$ cat config.mk
export PLATFORM = sky130hd
export DESIGN_NAME = tnat_cell
export DESIGN_NICKNAME = d
export VERILOG_FILES = /design/src/rtl/core/tnat_pkg.sv /design/src/rtl/core/tnat_cell.sv
export SDC_FILE = /design/constraint.sdc
export NUM_CORES = 1
export LEC_CHECK = 0
export ABC_AREA = 1
export BUFFER_PORTS_ARGS = -buffer_cell sky130_fd_sc_hd__clkbuf_2
export CELL_PAD_IN_SITES_DETAIL_PLACEMENT = 0
export CELL_PAD_IN_SITES_GLOBAL_PLACEMENT = 1
export CORE_AREA = 2 2 205 207
export CTS_CLUSTER_DIAMETER = 100
export DETAILED_ROUTE_END_ITERATION = 16
export DIE_AREA = 0 0 207 209
export MAX_ROUTING_LAYER = met4
export PLACE_DENSITY_LB_ADDON = 0.1
export SKIP_CTS_REPAIR_TIMING = 1
export SYNTH_ARGS = -nofsm -noshare
export SYNTH_HDL_FRONTEND = slang
export SYNTH_SLANG_ARGS = --single-unit
$ cat constraint.sdc
create_clock -name clk -period 0.8 [get_ports clk]
set_clock_uncertainty 0.1 [all_clocks]
set_input_delay 0.16 -clock clk [delete_from_list [all_inputs] [get_ports clk]]
set_output_delay 0.16 -clock clk [all_outputs]
set_load 0.05 [all_outputs]
$ cat src/rtl/core/tnat_pkg.sv
// tnat_pkg: shared types, constants and helpers for the TCP NAT mapping table.
// Depends on nothing; every module of the block imports it.
package tnat_pkg;

  localparam int ENTRIES = 256;
  localparam int IW      = $clog2(ENTRIES);

  typedef enum logic [1:0] {
    OP_OUT  = 2'd0,
    OP_IN   = 2'd1,
    OP_TICK = 2'd2,
    OP_BAD  = 2'd3
  } op_t;

  typedef enum logic [2:0] {
    ST_HIT   = 3'd0,
    ST_NEW   = 3'd1,
    ST_MISS  = 3'd2,
    ST_FULL  = 3'd3,
    ST_BAD   = 3'd4,
    ST_SWEEP = 3'd5
  } status_t;

  typedef enum logic [1:0] {
    REG_EXT_IP  = 2'd0,
    REG_BASE    = 2'd1,
    REG_TIMEOUT = 2'd2
  } reg_idx_t;

  typedef enum logic [1:0] {
    FIN_OPEN = 2'd0,
    FIN_SEEN = 2'd1,
    FIN_RST  = 2'd2
  } fin_code_t;

  typedef struct packed {
    logic [1:0]  operation;
    logic [31:0] src_ip;
    logic [15:0] src_port;
    logic [31:0] dst_ip;
    logic [15:0] dst_port;
    logic [31:0] seq_num;
    logic [31:0] ack_num;
    logic        fin_flag;
    logic        rst_flag;
    logic        ack_flag;
  } in_t;

  typedef struct packed {
    logic [2:0]  status;
    logic [31:0] new_ip;
    logic [15:0] new_port;
    logic [8:0]  removed_count;
  } out_t;

  typedef struct packed {
    logic        valid;
    logic [31:0] inside_ip;
    logic [15:0] inside_port;
    logic [31:0] server_ip;
    logic [15:0] server_port;
    logic [31:0] inside_seq_end;
    logic [31:0] inside_ack;
    logic [1:0]  inside_fin_state;
    logic [31:0] outside_seq_end;
    logic [31:0] outside_ack;
    logic [1:0]  outside_fin_state;
    logic [31:0] last_touch;
  } entry_t;

  // Work the head does on the entry passing it this cycle.
  typedef enum logic [1:0] {
    HM_OUT   = 2'd0,
    HM_IN    = 2'd1,
    HM_TICK  = 2'd2,
    HM_CLAIM = 2'd3
  } hmode_t;

  typedef struct packed {
    hmode_t      mode;
    logic        searching;   // no hit yet in this pass
    logic        claim_here;  // entry at head is the one being claimed
    logic [15:0] ext_port;    // external port of the entry at head
    logic [31:0] tick_now;
    logic [15:0] timeout;
  } head_ctrl_t;

  typedef struct packed {
    logic took;     // hit found and updated
    logic is_free;
    logic kill;
  } head_ev_t;

  function automatic logic [1:0] next_fin(logic [1:0] old, logic fin, logic rst);
    logic [1:0] r;
    r = old;
    if (rst)      r = FIN_RST;
    else if (fin) r = FIN_SEEN;
    return r;
  endfunction

endpackage

$ cat src/rtl/core/tnat_cell.sv
// tnat_cell: one storage cell of the rotating entry chain.
// Depends on tnat_pkg for entry_t.
module tnat_cell (
  input  logic            clk,
  input  logic            rst,
  input  logic            shift,
  input  tnat_pkg::entry_t d,
  output tnat_pkg::entry_t q
);
  import tnat_pkg::*;

  logic   held_valid;
  entry_t held;

  // Valid bit is control state, cleared by reset; the rest is payload.
  always_ff @(posedge clk) begin
    if (rst) begin
      held_valid <= 1'b0;
    end else if (shift) begin
      held_valid <= d.valid;
    end
  end

  always_ff @(posedge clk) begin
    if (shift) begin
      held <= d;
    end
  end

  always_comb begin
    q       = held;
    q.valid = held_valid;
  end

endmodule

* Yosys cells after proc, flatten, opt, wreduce, memory -nomap -nowiden
Cells that the tools add are included.
Widths: inputs -> output; s select.
** Storage, ports and cells
- Word-level logic and storage cells :: 12
- Input bits :: 264
- Register bits :: 261

* Depth between registers and ports, before layout
Gate-level depths: netlist (run 1).
- Word-level depth :: 0
- Depth in mapped cells :: 4
- Gate-level depth less buffers :: 4

* Worst setup path before layout (run 1)
No wires, ideal clock.
- Kind :: register to output
- From :: register held, in the netlist q[0]
- To :: output q[0] in the netlist's numbering
- Path buffers :: 0
- Data arrival time :: 0.601 ns
- Data required time :: 0.540 ns
- Path slack :: -0.061 ns
- Cell stages (with the launch flop) :: 1
- Cell sequence :: edfxtp_1
** RTL lines
- from (decl) :: RTL line tnat_cell.sv:13 : entry_t held;
- from (signal assigned) :: RTL line tnat_cell.sv:26 : held <= d;
- to (decl) :: RTL line tnat_cell.sv:8 : output tnat_pkg::entry_t q
No word-level cell between the ends.

* Worst setup path after layout (run 1)
- From :: register held, in the netlist q[33]
- To :: output q[33] in the netlist's numbering
No word-level cell between the ends.

==> impl_metrics.env, run 1 <==
export IMPL_status="complete, but fails checks"
export IMPL_violations="negative hold slack, negative setup slack"
export IMPL_netSwitchingFraction_pct=28.3
export IMPL_drt_wirelength_per_cell_um=16.1
export IMPL_nets=1371
export IMPL_peakVddDrop_v=0.00162
export IMPL_crit_type="flip-flop to primary output"
export IMPL_drv_cap=0
export IMPL_drive_above_1_share_pct=52.2
export IMPL_fp_dieW_um=207
export IMPL_arrival_ps=1170
export IMPL_pre_cts_slack_ps=-382
export IMPL_critPathLaunch="q[33]"
export IMPL_endpoint_kind="primary output"
export IMPL_rows=75
export IMPL_power_density_nw_per_um2=2310
export IMPL_crit_chain="buf_12"
export IMPL_seq_power_share_pct=43.6
export IMPL_die_area_um2=43300
export IMPL_synthCells=268
export IMPL_whs_ps=-108
export IMPL_cts_tree="built"
export IMPL_synth_warnings=0
export IMPL_grt_pass1_wl_um=35400
export IMPL_startpoint_type="flip-flop"
export IMPL_viasPerCell=3.54
export IMPL_syn_num_nets=532
export IMPL_portBuffers=524
export IMPL_switchingPower_mw=10.9
export IMPL_clkPwrFrac_pct=34.9
export IMPL_worstPathRequired_ps=540
export IMPL_rsz0062_at_grt="yes"
export IMPL_period_minus_slack_ps=1430
export IMPL_cpMaxStageDelayCell="edfxtp_1"
export IMPL_routed_wl_um=27000
export IMPL_cts_made_buffers=31
export IMPL_drt_first_pass_iters=4
export IMPL_ys_seq_area_share_pct=99.6
export IMPL_synth_area_leaders="edfxtp_1 99%, dfxtp_1 0.25%, buf_4 0.096%"
export IMPL_clkTransAtPathRegs_ps=60
export IMPL_drt_iter0_markers=205
export IMPL_synth_area_um2=7860
export IMPL_grtUsageTotal_pct=11.5
export IMPL_synth_top_cell_area_share_pct=99.3
export IMPL_slew_headroom_pct=79.5
export IMPL_min_path_type="primary input to flip-flop"
export IMPL_rr_endpoint="held_valid"
export IMPL_start_util_pct=19.0
export IMPL_comb_power_share_pct=21.5
export IMPL_grt_max_degree=30
export IMPL_die_height_um=209
export IMPL_reg2regPathDepth=2
export IMPL_antenna_found_initial=1
export IMPL_layout_common_cells="262 x dlygate4sd3_1, 262 x clkbuf_2, 260 x edfxtp_1, 259 x buf_6, 31 x clkbuf_16"
export IMPL_final_setup_worst_slack_ps=-629
export IMPL_ys_seq_elements=261
export IMPL_worst_pin_slew_ps=308
export IMPL_tns_ps=-148130
export IMPL_num_io_pins=525
export IMPL_core_um2=41300
export IMPL_gp_congestion=0.771
export IMPL_clock_fmax_mhz=700
export IMPL_slew_viol_final=0
export IMPL_r2r_start="held_valid"
export IMPL_vias=5907
export IMPL_cts_root_buffer="clkbuf_16"
export IMPL_ys_types=7
export IMPL_worst_r2r_setup_slack_ps=90
export IMPL_finalHoldViolations=3
export IMPL_slowest_delay_ps=420
export IMPL_syn_area_per_cell_um2=29.3
export IMPL_htreeDepth=1
export IMPL_yosysTopAreaCell="edfxtp_1"
export IMPL_numClockSinks=261
export IMPL_grt_ovfl_total=0
export IMPL_dp_hpwl_um=20100
export IMPL_p_int_mw=27.6
export IMPL_worst_skew_pair_late_latency_ps=550
export IMPL_endpoint="q[33]"
export IMPL_clock_path_buffers=3
export IMPL_final_util_pct=40.3
export IMPL_total_power_mw=38.5
export IMPL_syn_to_final_growth_pct=112
export IMPL_cp_top_family="flip-flops"
export IMPL_drtAntennaViolNets=0
export IMPL_p_leak_nw=6.96
export IMPL_grt_pass1_vias=5196
export IMPL_path_depth=1
export IMPL_cp_buffers_inverters=1
export IMPL_path_max_fanout=1
export IMPL_fin_crit_sh_pct=179
export IMPL_finalSetupViolations=261
export IMPL_drc=0
Yosys cell counts:
library cell / number
dfxtp_1: 1
edfxtp_1: 260
inv_1: 2
nor2_1: 1
nor2_2: 1
buf_4: 1
nand2_1: 2
sequential cells by signal, summed over array words and instances (netlist names):
signal,count
held_valid,1
q,260
power by group through the flow:
stage / Clock [mW] / Sequential, mW / Combinational [mW]
floorplan: 0 / 20.6 / 0.0259
global placement: 0 / 16.8 / 6.04
detailed placement: 0 / 16.8 / 6.03
CTS: 14.0 / 16.6 / 6.03
global route: 14.5 / 16.9 / 8.60
finish: 13.4 / 16.8 / 8.30
per-layer routing:
layer,track usage (%),vias to the layer above,routed length [um]
li1,-,2776,-
met1,11.7,2797,9300
met2,20.2,285,14600
met3,4.52,49,2250
met4,3.82,0,796
met5,-,-,0
how the worst min path moves through the flow:
stage                 from     end  slack (ps)  cells past startpoint
finish               shift  q[240]        -110                      1
global route         shift  q[240]        -130                      1
CTS                 d[142]  q[142]        -380                      1
detailed placement  d[213]  q[213]         240                      1
global placement    d[213]  q[213]         240                      1
floorplan             d[0]    q[0]         160                      0
cells by family (layout without fill, tap and decap cells):
logic type	count (synthesis)	count (layout)	share of synthesized area, %
DFF	261	261	99.6
buffers and inverters	3	866	0.191
other	0	1	0
and+or+nand+nor	4	4	0.223
layout make-up:
| class | count | area [um^2] |
|---|---|---|
| fill | 3920 | 24700 |
| sequential | 261 | 7830 |
| timing repair buffer | 807 | 7140 |
| clock buffer | 35 | 791 |
| tap | 539 | 674 |
| clock inverter | 22 | 176 |
| multi-input combinational | 4 | 17.5 |
| inverter | 2 | 7.51 |
| antenna | 1 | 2.50 |
per-stage QoR:
stage                     cell area (um^2)  instances
after floorplan                       7860        268
after global placement               11400       1351
after detailed placement             11400       1351
after CTS                            12400       1408
after global routing                 16600       1671
final                                16600       1671
Note: power is estimated with default switching activity, not from simulation.
==> run 2: changes to the inputs <==
--- a/config.mk
+++ b/config.mk
@@ -9,10 +9,11 @@
 export BUFFER_PORTS_ARGS = -buffer_cell sky130_fd_sc_hd__clkbuf_2
 export CELL_PAD_IN_SITES_DETAIL_PLACEMENT = 0
 export CELL_PAD_IN_SITES_GLOBAL_PLACEMENT = 1
-export CORE_AREA = 2 2 205 207
+export CORE_AREA = 2 2 202 204
+export CTS_BUF_LIST = sky130_fd_sc_hd__clkbuf_2
 export CTS_CLUSTER_DIAMETER = 100
 export DETAILED_ROUTE_END_ITERATION = 16
-export DIE_AREA = 0 0 207 209
+export DIE_AREA = 0 0 204 206
 export MAX_ROUTING_LAYER = met4
 export PLACE_DENSITY_LB_ADDON = 0.1
 export SKIP_CTS_REPAIR_TIMING = 1
==> run 2 against run 1 <==
Compared with the run above:
- the flow now stops in global routing
- synthesized area stayed put
- synthesized cell count stayed put
==> impl_metrics.env, run 2 <==
export IMPL_dp_hpwl_um=19600
export IMPL_cts_root_buffer="clkbuf_2"
export IMPL_grt_max_degree=33
export IMPL_worstEpCategory="primary output"
export IMPL_synth_top_family_by_area="simple AND/OR/NAND/NOR gates"
export IMPL_num_io_pins=525
export IMPL_synthCells=268
export IMPL_fp_dieW_um=204
export IMPL_numClockSinks=261
export IMPL_htreeDepth=3
export IMPL_start_util_pct=19.6
export IMPL_syn_area_per_cell_um2=29.3
export IMPL_portBuffers=524
export IMPL_clock_path_buffers=3
export IMPL_synth_area_mux_share_pct=0
export IMPL_ys_seq_area_share_pct=99.6
export IMPL_syn_num_nets=532
export IMPL_pre_cts_slack_ps=-356
export IMPL_crit_endpoint="q[186]"
export IMPL_placed_cells=1340
export IMPL_yosys_area_share_simple_pct=0.223
export IMPL_ys_seq_elements=261
export IMPL_synth_compound_area_share_pct=0
export IMPL_cts_made_buffers=77
export IMPL_synth_adder_area_share_pct=0
export IMPL_gp_congestion=0.718
export IMPL_synth_top_cell_area_share_pct=99.3
export IMPL_die_height_um=206
export IMPL_synth_warnings=0
export IMPL_synth_area_um2=7860
export IMPL_place_area_um2=11400
export IMPL_toolErrorMsg="[ERROR RSZ-0060] Max buffer count reached."
export IMPL_synth_common_cells="260 x edfxtp_1, 2 x inv_1, 2 x nand2_1"
export IMPL_synth_area_leaders="edfxtp_1 99%, dfxtp_1 0.25%, buf_4 0.096%"
export IMPL_rows=74
export IMPL_ys_types=7
export IMPL_synthFlopType="edfxtp_1"
export IMPL_lastStage="global routing"
export IMPL_status="aborted with a tool error"
export IMPL_synth_edff_count=260
export IMPL_synth_xor_area_share_pct=0
export IMPL_async_flop_share_pct=0
export IMPL_yosysMostFrequentCell="edfxtp_1"
export IMPL_yosysTopAreaCell="edfxtp_1"
==> run 2: cell counts after synthesis <==
No cell type changed its count.
==> run 2: cell families after synthesis <==
| logic type | after synthesis |
|---|---|
| buf+inv | 3 |
| simple gates | 4 |
| flops | 261 |
==> run 2: stage by stage <==
| stage | hold WS (ps) | util (%) | setup TNS, ps |
|---|---|---|---|
| floorplan | 159 | - | -15760 |
| global placement | 237 | 28.3 | -89600 |
| detailed placement | 239 | 28.3 | -90530 |
| CTS | -884 | 30.0 | -302020 |
==> run 3: changes to the inputs <==
==> config.mk (replaced) <==
export PLATFORM = sky130hd
export DESIGN_NAME = tnat_cell
export DESIGN_NICKNAME = d
export VERILOG_FILES = /design/src/rtl/core/tnat_pkg.sv /design/src/rtl/core/tnat_cell.sv
export SDC_FILE = /design/constraint.sdc
export NUM_CORES = 1
export LEC_CHECK = 0
export ABC_AREA = 1
export BUFFER_PORTS_ARGS = -buffer_cell sky130_fd_sc_hd__clkbuf_2
export CORE_AREA = 2 2 203 205
export DETAILED_ROUTE_END_ITERATION = 16
export DIE_AREA = 0 0 205 207
export PLACE_DENSITY_LB_ADDON = 0.15
export SKIP_CTS_REPAIR_TIMING = 1
export SYNTH_ARGS = -nofsm -noshare
export SYNTH_HDL_FRONTEND = slang
export SYNTH_SLANG_ARGS = --single-unit
==> run 3 against run 2 <==
Compared with the run above:
- the flow now finishes, with violations (negative setup slack)
==> impl_metrics.env, run 3 (same netlist as run 1, synthesis figures left out) <==
export IMPL_grtUsageTotal_pct=10.7
export IMPL_fp_dieW_um=205
export IMPL_antenna_found_initial=1
export IMPL_vias=5961
export IMPL_violations="negative setup slack"
export IMPL_netSwitchingFraction_pct=28.9
export IMPL_peakVddDrop_v=0.00168
export IMPL_largest_register_ff_count=260
export IMPL_die_area_um2=42400
export IMPL_reg2regPathDepth=2
export IMPL_seq_power_share_pct=45.1
export IMPL_drtAntennaViolNets=0
export IMPL_startpoint_type="flip-flop"
export IMPL_period_minus_slack_ps=1420
export IMPL_htreeDepth=1
export IMPL_met1Wirelength_um=9550
export IMPL_clkTransAtPathRegs_ps=60
export IMPL_crit_chain="buf_6"
export IMPL_arrival_ps=1160
export IMPL_cts_root_buffer="clkbuf_16"
export IMPL_hold_path_endpoint="q[45]"
export IMPL_clock_fmax_mhz=707
export IMPL_viasPerCell=3.61
export IMPL_topRoutingLayerUsed="met4"
export IMPL_fin_crit_sh_pct=177
export IMPL_comb_power_share_pct=22.3
export IMPL_grt_pass1_vias=5214
export IMPL_grt_ovfl_total=0
export IMPL_p_leak_nw=6.86
export IMPL_drv_cap=0
export IMPL_clock_path_buffers=3
export IMPL_r2r_start="held_valid"
export IMPL_num_io_pins=525
export IMPL_drt_wirelength_per_cell_um=16.3
export IMPL_switchingPower_mw=10.7
export IMPL_portBuffers=524
export IMPL_routed_wl_um=27000
export IMPL_critPathLaunch="q[186]"
export IMPL_worst_skew_pair_late_latency_ps=550
export IMPL_drt_first_pass_iters=4
export IMPL_cpMaxStageDelayCell="edfxtp_1"
export IMPL_drc=0
export IMPL_die_height_um=207
export IMPL_rows=74
export IMPL_cts_made_buffers=29
export IMPL_cp_buffers_inverters=1
export IMPL_grt_max_degree=39
export IMPL_place_area_um2=11400
export IMPL_endpoint_kind="primary output"
export IMPL_path_max_fanout=1
export IMPL_finalHoldViolations=0
export IMPL_start_util_pct=19.5
export IMPL_finalSetupViolations=261
export IMPL_whs_ps=26.5
export IMPL_nets=1364
export IMPL_drt_iter0_markers=214
export IMPL_numClockSinks=261
export IMPL_slew_viol_final=0
export IMPL_min_path_type="primary input to flip-flop"
export IMPL_wl_met3_um=2660
export IMPL_hold_path_depth=2
export IMPL_wl_met2_um=14200
export IMPL_clkPwrFrac_pct=32.6
export IMPL_final_cell_area_um2=16500
export IMPL_power_density_nw_per_um2=2260
export IMPL_rsz0062_at_grt="yes"
export IMPL_rr_endpoint="held_valid"
export IMPL_hp_start="shift"
export IMPL_worst_r2r_setup_slack_ps=90
export IMPL_gp_congestion=0.722
export IMPL_grt_pass1_wl_um=33400
export IMPL_crit_type="flip-flop to primary output"
export IMPL_cp_top_family="flip-flops"
export IMPL_p_int_mw=26.5
export IMPL_slowest_delay_ps=420
export IMPL_slew_headroom_pct=82.8
export IMPL_drive_above_1_share_pct=51.4
export IMPL_tns_ps=-145130
export IMPL_cts_tree="built"
export IMPL_worst_pin_slew_ps=258
export IMPL_layout_common_cells="262 x dlygate4sd3_1, 262 x clkbuf_2, 260 x edfxtp_1, 258 x buf_6, 29 x clkbuf_16"
export IMPL_final_setup_worst_slack_ps=-615
export IMPL_status="complete, but fails checks"
export IMPL_syn_to_final_growth_pct=109
export IMPL_core_um2=40400
export IMPL_dp_hpwl_um=19000
export IMPL_worstPathRequired_ps=540
## run 3: per-layer routing
layer	global-route usage [%]	vias up
met4	3.75	0
met3	4.81	42
li1	-	2760
met2	18.8	301
met5	0	-
met1	11.3	2858
## run 3: worst register-to-register path, delay by kind of cell, from the launching register on
family | cells | cell delay [ps]
flops | 1 | 330
simple gates | 2 | 180
## run 3: worst max path at each step
stage	endpoint	slack, ps	cells past startpoint
CTS	q[143]	-710	1
global placement	q[58]	-320	2
finish	q[186]	-620	1
global route	q[186]	-660	1
detailed placement	q[139]	-320	2
floorplan	q[0]	-60	0
## run 3: layout make-up
type / instances / area [um^2]
inverters: 2 / 7.51
clock buffers: 32 / 737
clock inverters: 19 / 106
fillers: 3705 / 23900
well taps: 532 / 666
flip-flops and latches: 261 / 7830
multi-input cells: 4 / 17.5
repair buffers: 802 / 7100
diodes: 1 / 2.50
## run 3: power groups by stage
stage          Combinational [mW]  Sequential [mW]  Clock (mW)
6_report                     8.30             16.8        12.1
5_1_grt                      8.60             16.9        13.1
4_1_cts                      6.01             16.5        12.6
3_5_place_dp                 6.01             16.8           0
3_3_place_gp                 6.02             16.8           0
2_1_floorplan              0.0259             20.6           0
## run 3: stage by stage
step / total power [mW] / util (%) / cells / setup WS, ps
finish: 37.2 / 40.8 / 1653 / -615
global placement: 22.8 / 28.2 / 1339 / -322
floorplan: 20.6 / - / 268 / -60.6
detailed placement: 22.8 / 28.2 / 1339 / -321
CTS: 35.1 / 30.3 / 1390 / -712
global route: 38.5 / 40.8 / 1653 / -656
