$ cat src/rtl/core/tnat_pkg.sv
// tnat_pkg: shared types, constants and helpers for the TCP NAT mapping table.
// Depends on nothing; every module of the block imports it.
package tnat_pkg;

  localparam int ENTRIES = 256;
  localparam int IW      = $clog2(ENTRIES);

  typedef enum logic [1:0] {
    OP_OUT  = 2'd0,
    OP_IN   = 2'd1,
    OP_TICK = 2'd2,
    OP_BAD  = 2'd3
  } op_t;

  typedef enum logic [2:0] {
    ST_HIT   = 3'd0,
    ST_NEW   = 3'd1,
    ST_MISS  = 3'd2,
    ST_FULL  = 3'd3,
    ST_BAD   = 3'd4,
    ST_SWEEP = 3'd5
  } status_t;

  typedef enum logic [1:0] {
    REG_EXT_IP  = 2'd0,
    REG_BASE    = 2'd1,
    REG_TIMEOUT = 2'd2
  } reg_idx_t;

  typedef enum logic [1:0] {
    FIN_OPEN = 2'd0,
    FIN_SEEN = 2'd1,
    FIN_RST  = 2'd2
  } fin_code_t;

  typedef struct packed {
    logic [1:0]  operation;
    logic [31:0] src_ip;
    logic [15:0] src_port;
    logic [31:0] dst_ip;
    logic [15:0] dst_port;
    logic [31:0] seq_num;
    logic [31:0] ack_num;
    logic        fin_flag;
    logic        rst_flag;
    logic        ack_flag;
  } in_t;

  typedef struct packed {
    logic [2:0]  status;
    logic [31:0] new_ip;
    logic [15:0] new_port;
    logic [8:0]  removed_count;
  } out_t;

  typedef struct packed {
    logic        valid;
    logic [31:0] inside_ip;
    logic [15:0] inside_port;
    logic [31:0] server_ip;
    logic [15:0] server_port;
    logic [31:0] inside_seq_end;
    logic [31:0] inside_ack;
    logic [1:0]  inside_fin_state;
    logic [31:0] outside_seq_end;
    logic [31:0] outside_ack;
    logic [1:0]  outside_fin_state;
    logic [31:0] last_touch;
  } entry_t;

  // Work the head does on the entry passing it this cycle.
  typedef enum logic [1:0] {
    HM_OUT   = 2'd0,
    HM_IN    = 2'd1,
    HM_TICK  = 2'd2,
    HM_CLAIM = 2'd3
  } hmode_t;

  typedef struct packed {
    hmode_t      mode;
    logic        searching;   // no hit yet in this pass
    logic        claim_here;  // entry at head is the one being claimed
    logic [15:0] ext_port;    // external port of the entry at head
    logic [31:0] tick_now;
    logic [15:0] timeout;
  } head_ctrl_t;

  typedef struct packed {
    logic took;     // hit found and updated
    logic is_free;
    logic kill;
  } head_ev_t;

  function automatic logic [1:0] next_fin(logic [1:0] old, logic fin, logic rst);
    logic [1:0] r;
    r = old;
    if (rst)      r = FIN_RST;
    else if (fin) r = FIN_SEEN;
    return r;
  endfunction

endpackage

$ cat src/rtl/core/tnat_head.sv
// tnat_head: match, update, claim and age logic applied to the entry at the
// head of the chain. Depends on tnat_pkg.
module tnat_head (
  input  tnat_pkg::entry_t     e_in,
  input  tnat_pkg::in_t        req,
  input  tnat_pkg::head_ctrl_t ctrl,
  output tnat_pkg::entry_t     e_out,
  output tnat_pkg::head_ev_t   ev
);
  import tnat_pkg::*;

  logic        out_match;
  logic        in_match;
  logic        finished;
  logic        aged;
  logic [31:0] idle;

  assign out_match = e_in.valid && e_in.inside_ip == req.src_ip &&
                     e_in.inside_port == req.src_port &&
                     e_in.server_ip == req.dst_ip && e_in.server_port == req.dst_port;
  assign in_match  = e_in.valid && e_in.server_ip == req.src_ip &&
                     e_in.server_port == req.src_port && ctrl.ext_port == req.dst_port;

  assign idle     = ctrl.tick_now - e_in.last_touch;
  assign aged     = idle > {16'd0, ctrl.timeout};
  assign finished = e_in.inside_fin_state == FIN_SEEN &&
                    e_in.outside_fin_state == FIN_SEEN &&
                    e_in.inside_ack >= e_in.outside_seq_end &&
                    e_in.outside_ack >= e_in.inside_seq_end;

  always_comb begin
    e_out = e_in;
    ev    = '0;
    ev.is_free = !e_in.valid;
    case (ctrl.mode)
      HM_OUT: begin
        if (ctrl.searching && out_match) begin
          ev.took              = 1'b1;
          e_out.inside_seq_end = req.seq_num;
          if (req.ack_flag) e_out.inside_ack = req.ack_num;
          e_out.inside_fin_state = next_fin(e_in.inside_fin_state, req.fin_flag,
                                            req.rst_flag);
          e_out.last_touch     = ctrl.tick_now;
        end
      end
      HM_IN: begin
        if (ctrl.searching && in_match) begin
          ev.took               = 1'b1;
          e_out.outside_seq_end = req.seq_num;
          if (req.ack_flag) e_out.outside_ack = req.ack_num;
          e_out.outside_fin_state = next_fin(e_in.outside_fin_state, req.fin_flag,
                                             req.rst_flag);
          e_out.last_touch      = ctrl.tick_now;
        end
      end
      HM_TICK: begin
        if (e_in.valid && (e_in.inside_fin_state == FIN_RST ||
                           e_in.outside_fin_state == FIN_RST || finished || aged)) begin
          ev.kill     = 1'b1;
          e_out.valid = 1'b0;
        end
      end
      HM_CLAIM: begin
        if (ctrl.claim_here) begin
          e_out.valid             = 1'b1;
          e_out.inside_ip         = req.src_ip;
          e_out.inside_port       = req.src_port;
          e_out.server_ip         = req.dst_ip;
          e_out.server_port       = req.dst_port;
          e_out.inside_seq_end    = req.seq_num;
          e_out.inside_ack        = req.ack_flag ? req.ack_num : 32'd0;
          e_out.inside_fin_state  = next_fin(FIN_OPEN, req.fin_flag, req.rst_flag);
          e_out.outside_seq_end   = 32'd0;
          e_out.outside_ack       = 32'd0;
          e_out.outside_fin_state = FIN_OPEN;
          e_out.last_touch        = ctrl.tick_now;
        end
      end
      default: begin
        e_out = e_in;
      end
    endcase
  end

endmodule

$ cat config.mk
export PLATFORM = sky130hd
export DESIGN_NAME = tnat_head
export DESIGN_NICKNAME = d
export VERILOG_FILES = /design/src/rtl/core/tnat_pkg.sv /design/src/rtl/core/tnat_head.sv
export SDC_FILE = /design/constraint.sdc
export NUM_CORES = 1
export LEC_CHECK = 0
export BUFFER_PORTS_ARGS = -buffer_cell sky130_fd_sc_hd__clkbuf_2
export CORE_AREA = 2 2 296 298
export DETAILED_ROUTE_END_ITERATION = 16
export DIE_AREA = 0 0 298 300
export GPL_ROUTABILITY_DRIVEN = 0
export PLACE_DENSITY = 0.41
export SLEW_MARGIN = 20
export SYNTH_ARGS = -nofsm -noshare
export SYNTH_HDL_FRONTEND = slang
export SYNTH_SLANG_ARGS = --single-unit
$ cat constraint.sdc
create_clock -name vclk -period 5.91
set_clock_uncertainty 0.05 [all_clocks]
set_input_delay 1.182 -clock vclk [all_inputs]
set_output_delay 1.182 -clock vclk [all_outputs]
set_load 0.01 [all_outputs]
* Word level (Yosys, flattened, before mapping) *
Cells that the tools add are included.

operators by class
  $add $sub $neg = 1
  $mul = 0
  div/mod/pow operators = 0
  magnitude comparators = 3
  eq/ne operators = 14
  shift-type cells = 0
  mux-type cells = 24
  bitwise gates (word level) = 0
  reduce and logical (&&, ||, !) cells = 18

operators with widths
  operator                                        count
  case mux 66 bit (2 select lines)                2
  2-to-1 mux 261 bit                              1
  2-to-1 mux 32 bit                               4
  2-to-1 mux 98 bit                               1
  == test 32 bit                                  3
  2-to-1 mux 96 bit                               1
  case mux 32 bit (3 select lines)                1
  2-to-1 mux 66 bit                               1
  == test 16 bit                                  4
  >= comparator 32 bit                            2
  > comparator 32 x 16 -> 1 bit                   1
  subtractor 32 bit                               1
  logical AND 1 bit                               13
  2-to-1 mux 2 bit                                5
  == test 2 bit (second input constant)           4
  == test 2 x 1 -> 1 bit (second input constant)  3
  2-to-1 mux 1 bit                                6
  case mux 1 bit (2 select lines)                 2
  logical OR 1 bit                                3
  zero test 2 bit                                 1
  zero test 1 bit                                 1

word-level totals
  bits in registers = 0
  bits in latches = 0
  bits in writable memories = 0
  memory bits (read-only) = 0
  input bits = 494
  output and inout bits = 264
  memories kept = 0

* Depth between registers and ports, before layout *
Gate-level depths: netlist of the first run.

  depth in word-level cells = 9
  gate-level depth with buffers = 20
  gate-level depth less buffers = 20

* Least setup slack after synthesis of the first run *
No wires, ideal clock.

  path type = input to output
  start point = input port ctrl[16] in the netlist's numbering
  end point = output port e_out[260] in the netlist's numbering
  data arrival time = 5.233 ns
  required time = 4.678 ns
  setup slack = -0.555 ns
  stages on the path = 19
  cells stage by stage = inv_1 -> ha_1 -> fa_1 -> nand2b_1 -> a21oi_1 -> o21a_1 -> nor2_1 -> o21bai_1 -> xor2_1 -> ha_1 -> nand4_1 -> or4_1 -> or3_1 -> a221oi_1 -> nand4_1 -> nor4_1 -> nand4_1 -> nor4_1 -> a2bb2oi_1

RTL lines
  item         RTL line        source
  from (decl)  tnat_head.sv:6  input tnat_pkg::head_ctrl_t ctrl,
  to (decl)    tnat_head.sv:7  output tnat_pkg::entry_t e_out,

==> out/qor.csv, run 1 <==
metric,value,unit
WL met3,5950,um
Tot Pwr,1.49,mW
Pleak,8.51,nW
Worst Hold Slack,2.59,ns
vias in the first global route,13500,
final setup vio count,2,
Area Overhead vs Synth,66.9,%
post-synthesis sequential area ratio,0,%
fill count,10200,
fin nets,2769,
crit path max fanout,3,
syn nets,1956,
"leading cell types in the layout, fill and taps excluded","752 x clkbuf_2, 181 x inv_1, 118 x nand2_1",
gr usage total,15.3,%
CP max stage cell,or4_4,
met2 routed WL,32900,um
Synth Instances,1346,
CP Capture Type,output port,
layout cells sized above 1,46.1,%
RSZ-0062 raised after global routing,yes,
beginning of the critical path,e_in[0],
hpwl dp,66200,um
Bufs and invs on worst path,3,
DRT Pass-1 Iters,8,
die height,300,um
Setup CP Type,in2out,
routed wire length per instance,22.1,um
largest net degree at the start of global routing,117,
pre-CTS WS,-0.752,ns
"most common cell after layout, fill and taps aside",clkbuf_2,
placed instance count,3306,
max cap viols,0,
first-pass GRT wire length,99800,um
vias per cell,4.15,
Max IR drop VDD,35.9,uV
post-route setup TNS,-0.918,ns
Critical Path Most Common Cell,nand4_1,
total number of vias,13800,
Die Area,89400,um2
I/O Buffers,756,
critical path depth,21,
Critical Path Sink,e_out[260],
WHS Path Cells,3,
crit path launch type,input port,
P per Cell Area,94.9,nW/um2
Worst EP arrival,5.18,ns
register area,0,um2
period utilisation layout,109,%
measured slew at the worst slew-check pin,0.862,ns
final std cells w/o fill,3321,
final wirelength,73200,um
Tmin final,6.41,ns
worst stage delay on the critical path,0.45,ns
Metal-1 WL,32700,um
Initial Utilization,10.9,%
GRT Residual Overflow,0,
final slew viol count,0,
DRT iter0 DRCs,1114,
# IOs,758,
Final Hold Viols,0,
layout clock buffer count,0,
seq_cells,0,
"Critical Path, Cell by Cell","buf_8, ha_4, fa_2, nand2b_4, a21oi_4, o21a_1, nor2_2, o21bai_1, xor2_1, ha_1, nand4_1, or4_4, or3_4, a221oi_2, nand4_1, nor4_2, nand4_1, nor4_2, buf_4, a2bb2oi_2, buf_2",
Routed Antenna Nets,0,
Hold Crit Class,in2out,
status,"complete, but fails checks",
post-synthesis cell area,9390,um2
failing checks,setup timing,
Residual DRC,0,
Netlist cell types,66,
CORE AREA,86200,um2
fmax,156,MHz
CP top delay family,simple AND/OR/NAND/NOR gates,
DR top layer,met5,
Syn Area/Cell,6.98,um2
Synthesis Warnings,0,
initial antenna violation count,23,
row cnt,108,
die extent in x,298,um
Max-slew headroom,42.0,%
Final WS setup,-0.502,ns
"Req. time, crit path",4.68,ns
-- timing repair --
item                                    4_1_cts  5_1_grt
hold buffers                                  0        0
pin swaps                                     0        3
resized for setup                             6       21
buffers inserted                              2        4
endpoints found under the setup margin        2       61
-- synthesized netlist by cell type, types with 14 or more instances --
master    number  area [um2]
a21o_1        26         195
a21oi_1       58         290
a22o_1       110         963
a22oi_1       27         203
clkbuf_1      44         165
ha_1         115        1440
inv_1        182         683
mux2_2        78         878
mux2i_1       35         350
nand2_1      120         450
nand3_1       14        70.1
nand4_1       43         269
nor2_1        26        97.6
nor2b_1       20         125
nor4_1        19         119
o21ai_0       68         340
o21ai_1       40         200
o22ai_1       23         144
xnor2_1       94         823
xor2_1        36         315
-- kinds of logic (layout without fill, tap and decap cells) --
logic type / after synthesis / after routing / synth area share [%]
compound gates: 440 / 440 / 32.9
simple gates: 299 / 299 / 16.0
buf+inv: 248 / 1059 / 10.4
xor+xnor: 130 / 130 / 12.1
fa+ha+maj: 116 / 116 / 15.5
mux: 113 / 113 / 13.1
other cells: 0 / 9 / 0
-- final cells by class --
cell class	count	area, um2	area share [%]
multi-input cells	1098	8670	55.3
inverters	189	712	4.54
well taps	1155	1450	9.22
diodes	9	22.5	0.144
repair buffers	870	4820	30.8
-- how the worst min path moves through the flow --
| stage | start | end | slack (ns) |
|---|---|---|---|
| floorplan | e_in[260] | ev[1] | 2.38 |
| global placement | e_in[260] | ev[1] | 2.59 |
| detailed placement | e_in[260] | ev[1] | 2.59 |
| CTS | e_in[260] | ev[1] | 2.59 |
| global route | e_in[260] | ev[1] | 2.63 |
| finish | e_in[260] | ev[1] | 2.59 |
-- per-stage QoR --
| stage | util (%) | cell area (um2) |
|---|---|---|
| 2_1_floorplan | - | 9480 |
| 3_3_place_gp | 17.9 | 15500 |
| 3_5_place_dp | 17.9 | 15500 |
| 4_1_cts | 18.0 | 15500 |
| 5_1_grt | 18.2 | 15700 |
| 6_report | 18.2 | 15700 |
-- per-layer routing --
layer,up-vias,GRT usage (%)
li1,6588,-
met1,6495,20.6
met2,626,24.7
met3,63,3.69
met4,18,2.99
met5,-,0
-- where the power goes --
part | switching, mW | leakage (nW) | internal [mW]
Sequential | 0 | 0 | 0
Clock | 0 | 0.0000570 | 0.000000190
Combinational | 0.849 | 8.51 | 0.637
Note: power is estimated with default switching activity, not from simulation.
==> inputs of run 2 (changes only) <==
Settings changed: SETUP_SLACK_MARGIN set to 0.05.
==> out/qor.csv, run 2 (same netlist as run 1, synthesis figures left out) <==
metric,value,unit,change
Worst Hold Slack,2.62,ns,+0.0265 ns
final std cells w/o fill,3335,,+0.42%
final setup vio count,2,,unchanged
RSZ-0062 raised after global routing,yes,,
Pleak,8.54,nW,+0.35%
M3 GR Usage,4.99,%,+1.3 points
die extent in x,298,um,unchanged
Worst EP arrival,5.26,ns,+0.08 ns
GRT Residual Overflow,0,,unchanged
"leading cell types in the layout, fill and taps excluded","751 x clkbuf_2, 180 x inv_1, 118 x nand2_1",,
register area,0,um2,unchanged
fmax,154,MHz,-1.3%
row cnt,108,,unchanged
worst stage delay on the critical path,0.45,ns,about the same
dpl cell area,15500,um2,about the same
routed wire length per instance,21.9,um,-0.61%
first-pass GRT wire length,99200,um,-0.63%
CORE AREA,86200,um2,unchanged
M1 GR Usage,20.0,%,-0.54 points
vias per cell,4.15,,-0.17%
"Critical Path, Cell by Cell","clkbuf_2, inv_1, ha_4, a21oi_2, nor2_1, a211oi_2, o2bb2ai_4, o21a_1, nor2_2, xnor2_1, ha_1, nand4_1, or4_4, or3_4, a221oi_2, nand4_1, nor4_2, nand4_1, nor4_2, buf_4, a2bb2oi_2, buf_2",,
measured slew at the worst slew-check pin,0.856,ns,-0.00570 ns
initial antenna violation count,19,,-17%
Critical Path Most Common Cell,nand4_1,,
P per Cell Area,93.9,nW/um2,-0.96%
largest net degree at the start of global routing,37,,-68%
I/O Buffers,756,,unchanged
period utilisation layout,110,%,+1.4 points
Tmin final,6.49,ns,+0.0822 ns
CP max stage cell,or4_4,,
Max IR drop VDD,43.3,uV,+21%
final wirelength,73100,um,-0.19%
placed instance count,3314,,+0.24%
vias in the first global route,13500,,+0.66%
Residual DRC,0,,unchanged
grt peak-use layer,met2,,
layout cells sized above 1,46.5,%,+0.39 points
Area Overhead vs Synth,67.3,%,
hpwl dp,66300,um,+0.19%
layout clock buffer count,0,,unchanged
pre-CTS WS,-0.711,ns,+0.0411 ns
GRT met2 Usage,24.6,%,-0.050 points
failing checks,setup timing,,
area occupied by multi-input gates,8670,um2,about the same
seq_cells,0,,unchanged
"Req. time, crit path",4.68,ns,about the same
Die Area,89400,um2,unchanged
Setup CP Type,in2out,,
crit path max fanout,3,,unchanged
"most common cell after layout, fill and taps aside",clkbuf_2,,
Final Cell Area,15700,um2,+0.24%
Final WS setup,-0.585,ns,-0.0822 ns
fin nets,2781,,+0.43%
Initial Utilization,10.9,%,unchanged
Max-slew headroom,42.9,%,+0.91 points
DRT Pass-1 Iters,7,,-1
DRT iter0 DRCs,1018,,-8.6%
total number of vias,13800,,+0.25%
die height,300,um,unchanged
Final Hold Viols,0,,unchanged
Routed Antenna Nets,0,,unchanged
status,"complete, but fails checks",,
gr usage total,15.2,%,-0.026 points
crit path launch type,input port,,
Hold Crit Class,in2out,,
max cap viols,0,,unchanged
CP Capture Type,output port,,
Bufs and invs on worst path,4,,+1
CP top delay family,simple AND/OR/NAND/NOR gates,,
final slew viol count,0,,unchanged
fill count,10100,,-0.39%
# IOs,758,,unchanged
-- run 2: cell types whose count changed in the layout (fill, tap and decap cells not counted), moves of 2 or more --
cell	delta
buf_12	-5
buf_6	+3
buf_4	+16
diode_2	+2
-- run 2: cell type report --
class / count / share of cell area [%]
multi-input combinational: 1098 / 55.2
antenna: 11 / 0.175
timing repair buffer: 882 / 30.9
inverter: 189 / 4.53
tap: 1155 / 9.20
-- run 2: metal layers --
layer | part of all wire (%) | vias to the layer above
met5 | 0.14 | -
met4 | 1.7 | 16
met3 | 9.9 | 68
met2 | 44 | 668
met1 | 44 | 6449
li1 | - | 6624
-- run 2: repair_timing --
item / CTS / global route
hold buffers: 0 / 0
buffers inserted: 4 / 6
pin swaps: 3 / 10
gates resized for setup: 7 / 22
setup endpoints to repair: 34 / 35
-- run 2: worst paths after layout --
check / startpoint / to / slack (ns) / depth (start not counted)
setup / recovery: e_in[8] / e_out[260] / -0.58 / 22
hold / removal: e_in[6] / e_out[6] / 2.62 / 3
-- run 2: power breakdown --
group / leakage (nW) / switching [mW] / internal [mW]
sequential: 0 / 0 / 0
combinational: 8.54 / 0.840 / 0.636
clock: 0.0000697 / 0 / 0.000000138
total: 8.54 / 0.840 / 0.636
-- run 2: per-stage QoR --
step / utilization, % / setup TNS (ns) / total power, mW
after floorplan: - / 0 / 0.698
after global placement: 17.9 / -1.44 / 1.46
after detailed placement: 17.9 / -1.38 / 1.45
after CTS: 18.0 / -1.21 / 1.46
after global routing: 18.2 / -1.70 / 1.60
final: 18.2 / -1.12 / 1.48
==> inputs of run 3 (changes only) <==
Settings changed: ABC_AREA set to 1, CORE_AREA 2 2 296 298 to 2 2 294 296, DIE_AREA 0 0 298 300 to 0 0 296 298, GPL_TIMING_DRIVEN set to 0, PLACE_DENSITY 0.41 to 0.44.
Clock period 5.91 ns to 7.8 ns, I/O delays scaled along.
==> out/qor.csv, run 3 <==
metric,value,unit,change
status,"complete, no violations",,
P per Cell Area,72.4,nW/um2,-23%
DRT iter0 DRCs,2466,,+140%
Netlist cell types,43,,-35%
Hold Crit Class,in2out,,
post-route setup TNS,0,ns,+1.12 ns
Max IR drop VDD,32.5,uV,-25%
max cap viols,0,,unchanged
Compound-Gate Fraction of Synth Area,9.94,%,-23 points
final wirelength,109000,um,+50%
CP Capture Type,output port,,
Pleak,11.7,nW,+38%
post-synth top area cell,nand2_1,,
Die Area,88200,um2,-1.3%
vias per cell,4.59,,+11%
"Hold-fix buffers, CTS",0,,unchanged
WHS Path Cells,4,,+1
largest net degree at the start of global routing,11,,-70%
most numerous cell in the Yosys netlist,nand2_1,,
die extent in x,296,um,-0.67%
Setup Buffers After CTS,0,,-4
synthesized-area fraction occupied by xor and xnor cells,4.14,%,-8.0 points
Residual DRC,0,,unchanged
# IOs,758,,unchanged
final slew viol count,0,,unchanged
fill count,10400,,+2.9%
"top cells by count, synth","1249 x nand2_1, 450 x inv_1, 198 x nand3_1, 149 x nor2_1",,
mux contribution to synthesized area,0,%,-13 points
hpwl dp,98900,um,+49%
RSZ-0062 raised after global routing,no,,
Tot Pwr,1.31,mW,-11%
row cnt,107,,-0.93%
crit path launch type,input port,,
Tmin final,6.46,ns,
first-pass GRT wire length,147000,um,+48%
"Req. time, crit path",6.19,ns,+1.51 ns
main combinational cell family by area after synthesis,simple AND/OR/NAND/NOR gates,,
Max-slew headroom,33.3,%,-9.6 points
final setup vio count,0,,-2
syn nets,3351,,+71%
Yosys top cell area share,36.3,%,+21 points
DRT Pass-1 Iters,5,,-2
measured slew at the worst slew-check pin,1.00,ns,+0.144 ns
gr usage total,23.4,%,+8.2 points
dpl cell area,18100,um2,+17%
Setup CP Type,in2out,,
total number of vias,21300,,+54%
simple-gate share of the synthesized area,57.9,%,+42 points
Final Cell Area,18200,um2,+16%
Area Overhead vs Synth,40.5,%,
fmax,155,MHz,
post-synthesis cell area,12900,um2,+38%
Synth Area in Adders,11.3,%,-4.2 points
GRT Residual Overflow,0,,unchanged
"top cells by area, synth","nand2_1 36%, inv_1 13%, ha_1 11%",,
layout clock buffer count,0,,unchanged
post_cts resized,0,,-7
Initial Utilization,15.2,%,+4.3 points
Worst Hold Slack,3.37,ns,+0.756 ns
"most common cell after layout, fill and taps aside",nand2_1,,
initial antenna violation count,21,,+2
CORE AREA,84900,um2,-1.5%
"leading cell types in the layout, fill and taps excluded","1249 x nand2_1, 756 x clkbuf_2, 450 x inv_1",,
register area,0,um2,unchanged
post-synthesis sequential area ratio,0,%,unchanged
I/O Buffers,756,,unchanged
vias in the first global route,19600,,+45%
crit path max fanout,6,,+3
fin nets,4109,,+48%
Routed Antenna Nets,0,,unchanged
routed wire length per instance,23.5,um,+7.4%
Syn Area/Cell,4.71,um2,-32%
period utilisation layout,82.8,%,
Synthesis Warnings,0,,unchanged
layout cells sized above 1,23.8,%,-23 points
seq_cells,0,,unchanged
Worst EP arrival,4.85,ns,-0.41 ns
Synth Instances,2741,,+100%
die height,298,um,-0.67%
Final Hold Viols,0,,unchanged
## run 3: changes by cell type after synthesis, sizes merged, moves of 72 or more
cell   change
nand3    +188
inv      +272
nand2   +1131
a22o     -109
xnor2     -72
nor2     +128
mux2      -78
## run 3: kinds of logic (layout without fill, tap and decap cells)
kind of cell	after synthesis	count (layout)
xor+xnor	61	61
fa+ha+maj	116	116
other cells	0	8
compound gates	232	232
simple gates	1786	1786
buf+inv	546	1302
## run 3: path summary, 6_finish.rpt
path	from	end
worst min-delay path	e_in[14]	e_out[14]
worst max-delay path	e_in[2]	ev[0]
## run 3: worst max-delay path, cell delays in order
cell and delay, ns:
clkbuf_2 0.09, inv_1 0.04, ha_1 0.41, nand2_1 0.08, nand2_1 0.09, inv_1 0.04, nand2_1 0.14, nand2_1 0.07
nand2_1 0.17, nand2_1 0.08, nand2_1 0.13, xor2_1 0.22, ha_1 0.28, nand2_1 0.07, inv_1 0.03, o21ai_0 0.13
nand2_1 0.08, nor2_1 0.11, nand2_1 0.06, nand2_1 0.11, nand3_1 0.13, nor2_1 0.10, nand2_1 0.08, nor2_1 0.14
nand3_1 0.09, nand2_1 0.13, inv_1 0.06, clkbuf_2 0.13
## run 3: power by group
| part | internal [mW] | switching [mW] | leakage, nW | total, mW |
|---|---|---|---|---|
| sequential | 0 | 0 | 0 | 0 |
| clock | 0.000000163 | 0 | 0.0000518 | 0.000000163 |
| combinational | 0.426 | 0.888 | 11.7 | 1.31 |
## run 3: area by class of cell
| cell class | count | area (um2) | area share, % |
|---|---|---|---|
| multi-input cells | 2195 | 10800 | 59.3 |
| repair buffers | 756 | 3780 | 20.8 |
| inverters | 460 | 1730 | 9.51 |
| well taps | 1144 | 1430 | 7.89 |
| plain buffers | 86 | 428 | 2.36 |
| diodes | 8 | 20.0 | 0.110 |
## run 3: per-layer routing
layer	share of wire, %	GRT usage [%]
met5	0.083	0
met4	2.3	3.90
met3	12	7.68
met2	42	35.3
met1	44	32.6
## run 3: per-stage QoR
step / utilization, % / std cells / setup WS, ns
after detailed placement: 21.4 / 4641 / 1.34
after global placement: 21.4 / 4641 / 1.33
final: 21.4 / 4649 / 1.34
after global routing: 21.4 / 4646 / 0.990
after floorplan: - / 2741 / 2.37
after CTS: 21.4 / 4641 / 1.33
